<file path="config.mk">
export PLATFORM = sky130hd
export DESIGN_NAME = lcrt_front
export DESIGN_NICKNAME = d
export VERILOG_FILES = /design/src/longest_consecutive_run_tracker_defines.svh /design/src/lcrt_pkg.sv /design/src/lcrt_front.sv
export SDC_FILE = /design/constraint.sdc
export NUM_CORES = 1
export LEC_CHECK = 0
export BUFFER_PORTS_ARGS = -buffer_cell sky130_fd_sc_hd__buf_2
export CORE_AREA = 3 3 54 51
export CTS_CLUSTER_DIAMETER = 80
export CTS_CLUSTER_SIZE = 30
export DETAILED_ROUTE_END_ITERATION = 6
export DIE_AREA = 0 0 57 54
export GPL_ROUTABILITY_DRIVEN = 0
export PLACE_DENSITY = 0.74
export SYNTH_ARGS = -nofsm -noshare
export SYNTH_HDL_FRONTEND = slang
export SYNTH_SLANG_ARGS = --single-unit
</file>
<file path="constraint.sdc">
create_clock -name clk_i -period 2 [get_ports clk_i]
set_input_delay 0.2 -clock clk_i [delete_from_list [all_inputs] [get_ports clk_i]]
set_output_delay 0.2 -clock clk_i [all_outputs]
set_load 0.005 [all_outputs]
</file>
<file path="src/longest_consecutive_run_tracker_defines.svh">
// Assertion macros for the longest consecutive run tracker.
// Depends on nothing; included by the modules that carry assertions.
`ifndef LONGEST_CONSECUTIVE_RUN_TRACKER_DEFINES_SVH
`define LONGEST_CONSECUTIVE_RUN_TRACKER_DEFINES_SVH
`ifndef ASSERT_OFF
// Checked on clk_i, skipped while rst_ni is low.
`define LCRT_ASSERT(lbl, prop, msg) \
  lbl: assert property (@(posedge clk_i) disable iff (!rst_ni) (prop)) else $error(msg);
// Checked on clk_i at every edge, reset included.
`define LCRT_ASSERT_NR(lbl, prop, msg) \
  lbl: assert property (@(posedge clk_i) (prop)) else $error(msg);
`else
`define LCRT_ASSERT(lbl, prop, msg)
`define LCRT_ASSERT_NR(lbl, prop, msg)
`endif
`endif

</file>
<file path="src/lcrt_pkg.sv">
// Shared types for the longest consecutive run tracker.
// No dependencies; used by lcrt_front, lcrt_back and the top level.
package lcrt_pkg;

  // Range-edge flags computed when a word is accepted.
  typedef struct packed {
    logic at_bottom;
    logic at_top;
  } bound_flags_t;

  // Back end to front end control.
  typedef struct packed {
    logic clearing;
    logic pop;
  } back_ctrl_t;

endpackage

</file>
<file path="src/lcrt_front.sv">
// Front end: accepts input words, flags range edges, two-entry queue.
// Depends on lcrt_pkg.
module lcrt_front #(
  parameter int unsigned VALUE_BITS = 10
) (
  input  logic                    clk_i,
  input  logic                    rst_ni,
  input  logic                    in_valid_i,
  output logic                    in_ready_o,
  input  logic [VALUE_BITS-1:0]   value_i,
  output logic                    q_valid_o,
  output logic [VALUE_BITS-1:0]   q_value_o,
  output lcrt_pkg::bound_flags_t  q_flags_o,
  input  lcrt_pkg::back_ctrl_t    back_ctrl_i
);

  logic [VALUE_BITS-1:0]  val_q [2];
  lcrt_pkg::bound_flags_t flg_q [2];
  lcrt_pkg::bound_flags_t flg_in;
  logic                   wr_ptr_q, wr_ptr_d;
  logic                   rd_ptr_q, rd_ptr_d;
  logic [1:0]             cnt_q, cnt_d;
  logic                   push, pop;

  assign in_ready_o = (cnt_q != 2'd2) && !back_ctrl_i.clearing;
  assign push       = in_valid_i && in_ready_o;
  assign pop        = back_ctrl_i.pop && q_valid_o;

  assign flg_in.at_bottom = (value_i == '0);
  assign flg_in.at_top    = (value_i == '1);

  assign q_valid_o = (cnt_q != 2'd0);
  assign q_value_o = val_q[rd_ptr_q];
  assign q_flags_o = flg_q[rd_ptr_q];

  always_comb begin
    wr_ptr_d = push ? ~wr_ptr_q : wr_ptr_q;
    rd_ptr_d = pop ? ~rd_ptr_q : rd_ptr_q;
    unique case ({push, pop})
      2'b10:   cnt_d = cnt_q + 2'd1;
      2'b01:   cnt_d = cnt_q - 2'd1;
      default: cnt_d = cnt_q;
    endcase
  end

  always_ff @(posedge clk_i or negedge rst_ni) begin
    if (!rst_ni) begin
      wr_ptr_q <= 1'b0;
      rd_ptr_q <= 1'b0;
      cnt_q    <= 2'd0;
    end else begin
      wr_ptr_q <= wr_ptr_d;
      rd_ptr_q <= rd_ptr_d;
      cnt_q    <= cnt_d;
    end
  end

  always_ff @(posedge clk_i) begin
    if (push) begin
      val_q[wr_ptr_q] <= value_i;
      flg_q[wr_ptr_q] <= flg_in;
    end
  end

endmodule

</file>
==> impl_summary.md <==
Detailed routing
The routed design has 1822 um of wire. The detail route stage leaves a number of antenna-violating nets equal to 0. The detailed router's first-iteration violation count is 4.

The average routed wire per standard cell is 14.69 um. The iteration count of the initial detailed-routing pass is 4. After detailed routing, the number of vias per cell comes to 5.000. After detailed routing, the number of remaining DRC violations is 0. Detailed routing inserted a total of 620 vias.

Cells and area
In the layout the commonest cells are sky130_fd_sc_hd__buf_2, sky130_fd_sc_hd__edfxtp_1, sky130_fd_sc_hd__mux2_2. The number of cells in the finished layout apart from fillers is 124. Leaving out fill and tap cells, the most frequent cell in the layout is sky130_fd_sc_hd__buf_2. The number of antenna repair diodes is 0. The area growth from synthesis to layout is 19.69%. The share of cells above drive strength 1 is 48.45%.

The number of nets in the layout is 114. The filler cell count in the final layout is 184.

Timing
The final hold violation count was 0. The smallest hold slack is 91.81 ps. Setup violations remaining at the end of the flow were counted as 0. Setup repair after global routing left no endpoint under its margin. For this run, the top clock speed supported by timing is 0.5635 GHz.

The clock period minus final worst setup slack is 1774 ps. Setup total negative slack on the finished layout was measured at 0 ps. The number of pins with negative max-slew slack in the final report came to 0. The slew at the pin with the worst max-slew slack is ~570 ps. After layout, the worst path uses 88.72% of the clock period. Clock skew on the completed layout was measured at 5.463 ps. The max-slew headroom at the worst pin is between 60 and 70%.

Yosys
Counting distinct cell types in the post-synthesis netlist gives 20. Synthesis produced 63 cells. The total of warnings raised by yosys is 0. The mean instance size in the synthesized netlist is 17.76 um^2. The area of the mapped netlist is roughly 1100 um^2. The register area share after synthesis is 73.38%. The number of synthesized register bits is 28. The net count after synthesis is 79.

Die
The I/O pin total is 29. The die extent in x is ~57 um. The placeable core region is 2202 um^2. For this configuration, the core starts out at a cell density of 50.80%. The die covers 3078 um^2. The floorplan step set the die height to 54 um. The initialized floorplan defines 16 standard-cell rows.

CTS
CTS built an H-tree with a depth of 1. The clock passes through at most 2 buffers. TritonCTS built the clock tree. The clock drives 28 sinks.

Counting the buffers created by CTS gives 3. After clock tree synthesis, the repair step resized 0 gates. The buffer type at the clock tree root is sky130_fd_sc_hd__clkbuf_4. The later pin in the worst-skew pair is clocked with a latency of 310 ps. After clock tree synthesis, the clock-pin slew on the worst setup and hold paths is about 140 ps.

Critical path
The type of the setup path with the least slack is reg2out. The maximum fanout along the worst path is 13. At the worst endpoint, the required time is 1800 ps. The worst setup path is launched from a register. The arrival time of data at the critical path endpoint is 1570 ps. Setup slack on the worst reg-to-reg path comes out at around 470 ps. The delay of the slowest cell on the worst path is around 730 ps.

The cell at the slowest stage of the critical path is sky130_fd_sc_hd__dfrtp_1. Walking the worst path, the cells encountered are mux2_2, buf_2. STA classifies the critical path endpoint as an output pin.

Global routing
Global routing used 2.638% of the available met3 tracks. The first global-routing pass estimated 2801 um of wire. The met1 routing resource usage after global routing is 15.66%. Entering global routing, the biggest net connects 16 pins. Summed over all layers, the global routing overflow is 0. The layer carrying the most global-route usage is met2. The initial antenna violation count is 0.

The total routing usage reported by global routing is 12.66%. The number of global-route vias before repair was 630. The global routing met2 resource utilization is 21.10%.

Power and ir drop
The leakage power total is around 0.5 nW. VDD sags by at most 0.6950 mV. In this run the power density over the cells is about 1100 nW/um^2.

Run
The tool flagged a number of max-cap violations equal to 0.

Worst hold path
The min-delay analysis places its worst path in the category in2reg.

Placed design
The number of buffers inserted by port buffering is 28. Including well taps, the total number of placed cells is 119. The detailed-placement wirelength estimate is 1312 um.

Status
The flow ran to the end, and the final reports show no timing, DRC or antenna violations.
## repair_timing
action	CTS	global route
buffers inserted	0	0
endpoints found under the setup margin	0	0
hold endpoints to repair	4	0
hold buffers	1	0
## worst max-delay path: cells and delay by family, from the launching register on
kind	cells	cell delay, ps
buffers and inverters	1	130
muxes	1	400
DFF	1	730
## logic make-up after synthesis
family | synth area share (%)
adder cells (fa/ha/maj) | 1.118
AND/OR/NAND/NOR | 7.047
XOR/XNOR | 3.915
AO/OA/AOI/OAI | 1.343
multiplexers | 12.08
flip-flops | 73.38
buffers and inverters | 1.118
## per-stage QoR
step	cell area (um^2)	total power, mW	setup slack (ps)	utilization (%)
final	1339	1.505	225.5	60.80
after global routing	1339	1.599	138.6	60.80
after CTS	1339	1.527	191.0	60.80
after detailed placement	1303	1.302	472.4	59.15
after global placement	1303	1.282	555.8	59.15
after floorplan	1119	1.117	463.8	-
## final timing paths
path	end	startpoint	depth (start not counted)
min in group asynchronous	wr_ptr_q$_DFFE_PN0N_	rst_ni	2
min	val_q[1][7]$_DFFE_PP_	value_i[7]	1
max reg2reg	cnt_q[1]$_DFFE_PN0P_	cnt_q[0]$_DFFE_PN0P_	5
max in group asynchronous	cnt_q[1]$_DFFE_PN0P_	rst_ni	2
min reg2reg	wr_ptr_q$_DFFE_PN0N_	wr_ptr_q$_DFFE_PN0N_	1
max	q_flags_o[1]	rd_ptr_q$_DFFE_PN0P_	2
## final cells by class
cell class	instances	area, um^2	share of cell area, %
inverter	2	7.507	0.5607
tap	27	33.78	2.523
multi-input combinational	32	285.3	21.31
sequential	28	820.8	61.31
timing repair buffer	31	165.2	12.34
clock buffer	3	22.52	1.682
clock inverter	1	3.754	0.2804
## cells in the mapped netlist (all sizes together)
cell    number  area [um^2]
inv          2        7.510
o21a         1        7.510
and3         1        6.260
nor2         2        7.510
xor2         1        8.760
or4          2        18.77
nor4         1        12.51
o211ai       1        7.510
or2          1        6.260
buf          1        5.000
ha           1        12.51
nand4        2        12.51
mux2        12        135.1
and2         1        6.260
edfxtp      24        720.7
dfrtp        4        100.1
nor3         1        5.000
xnor2        4        35.03
nand2        1        3.750
## sequential cells by signal, indices dropped and copies added, names as in the netlist
| register | count |
|---|---|
| flg_q | 4 |
| rd_ptr_q | 1 |
| wr_ptr_q | 1 |
| cnt_q | 2 |
| val_q | 20 |
## report_power, final
group | internal (mW) | switching [mW] | total, mW
Clock | 0.0729 | 0.148 | 0.221
Sequential | 0.743 | 0.0969 | 0.840
Combinational | 0.263 | 0.182 | 0.444
Total | 1.08 | 0.427 | 1.51
## metal layers
| metal | vias to the layer above | routed length (um) |
|---|---|---|
| li1 | 306 | - |
| met1 | 289 | 808 |
| met2 | 23 | 887 |
| met3 | 2 | 118 |
| met4 | 0 | 8 |
| met5 | - | 0 |
Note: power is estimated with default switching activity, not from simulation.
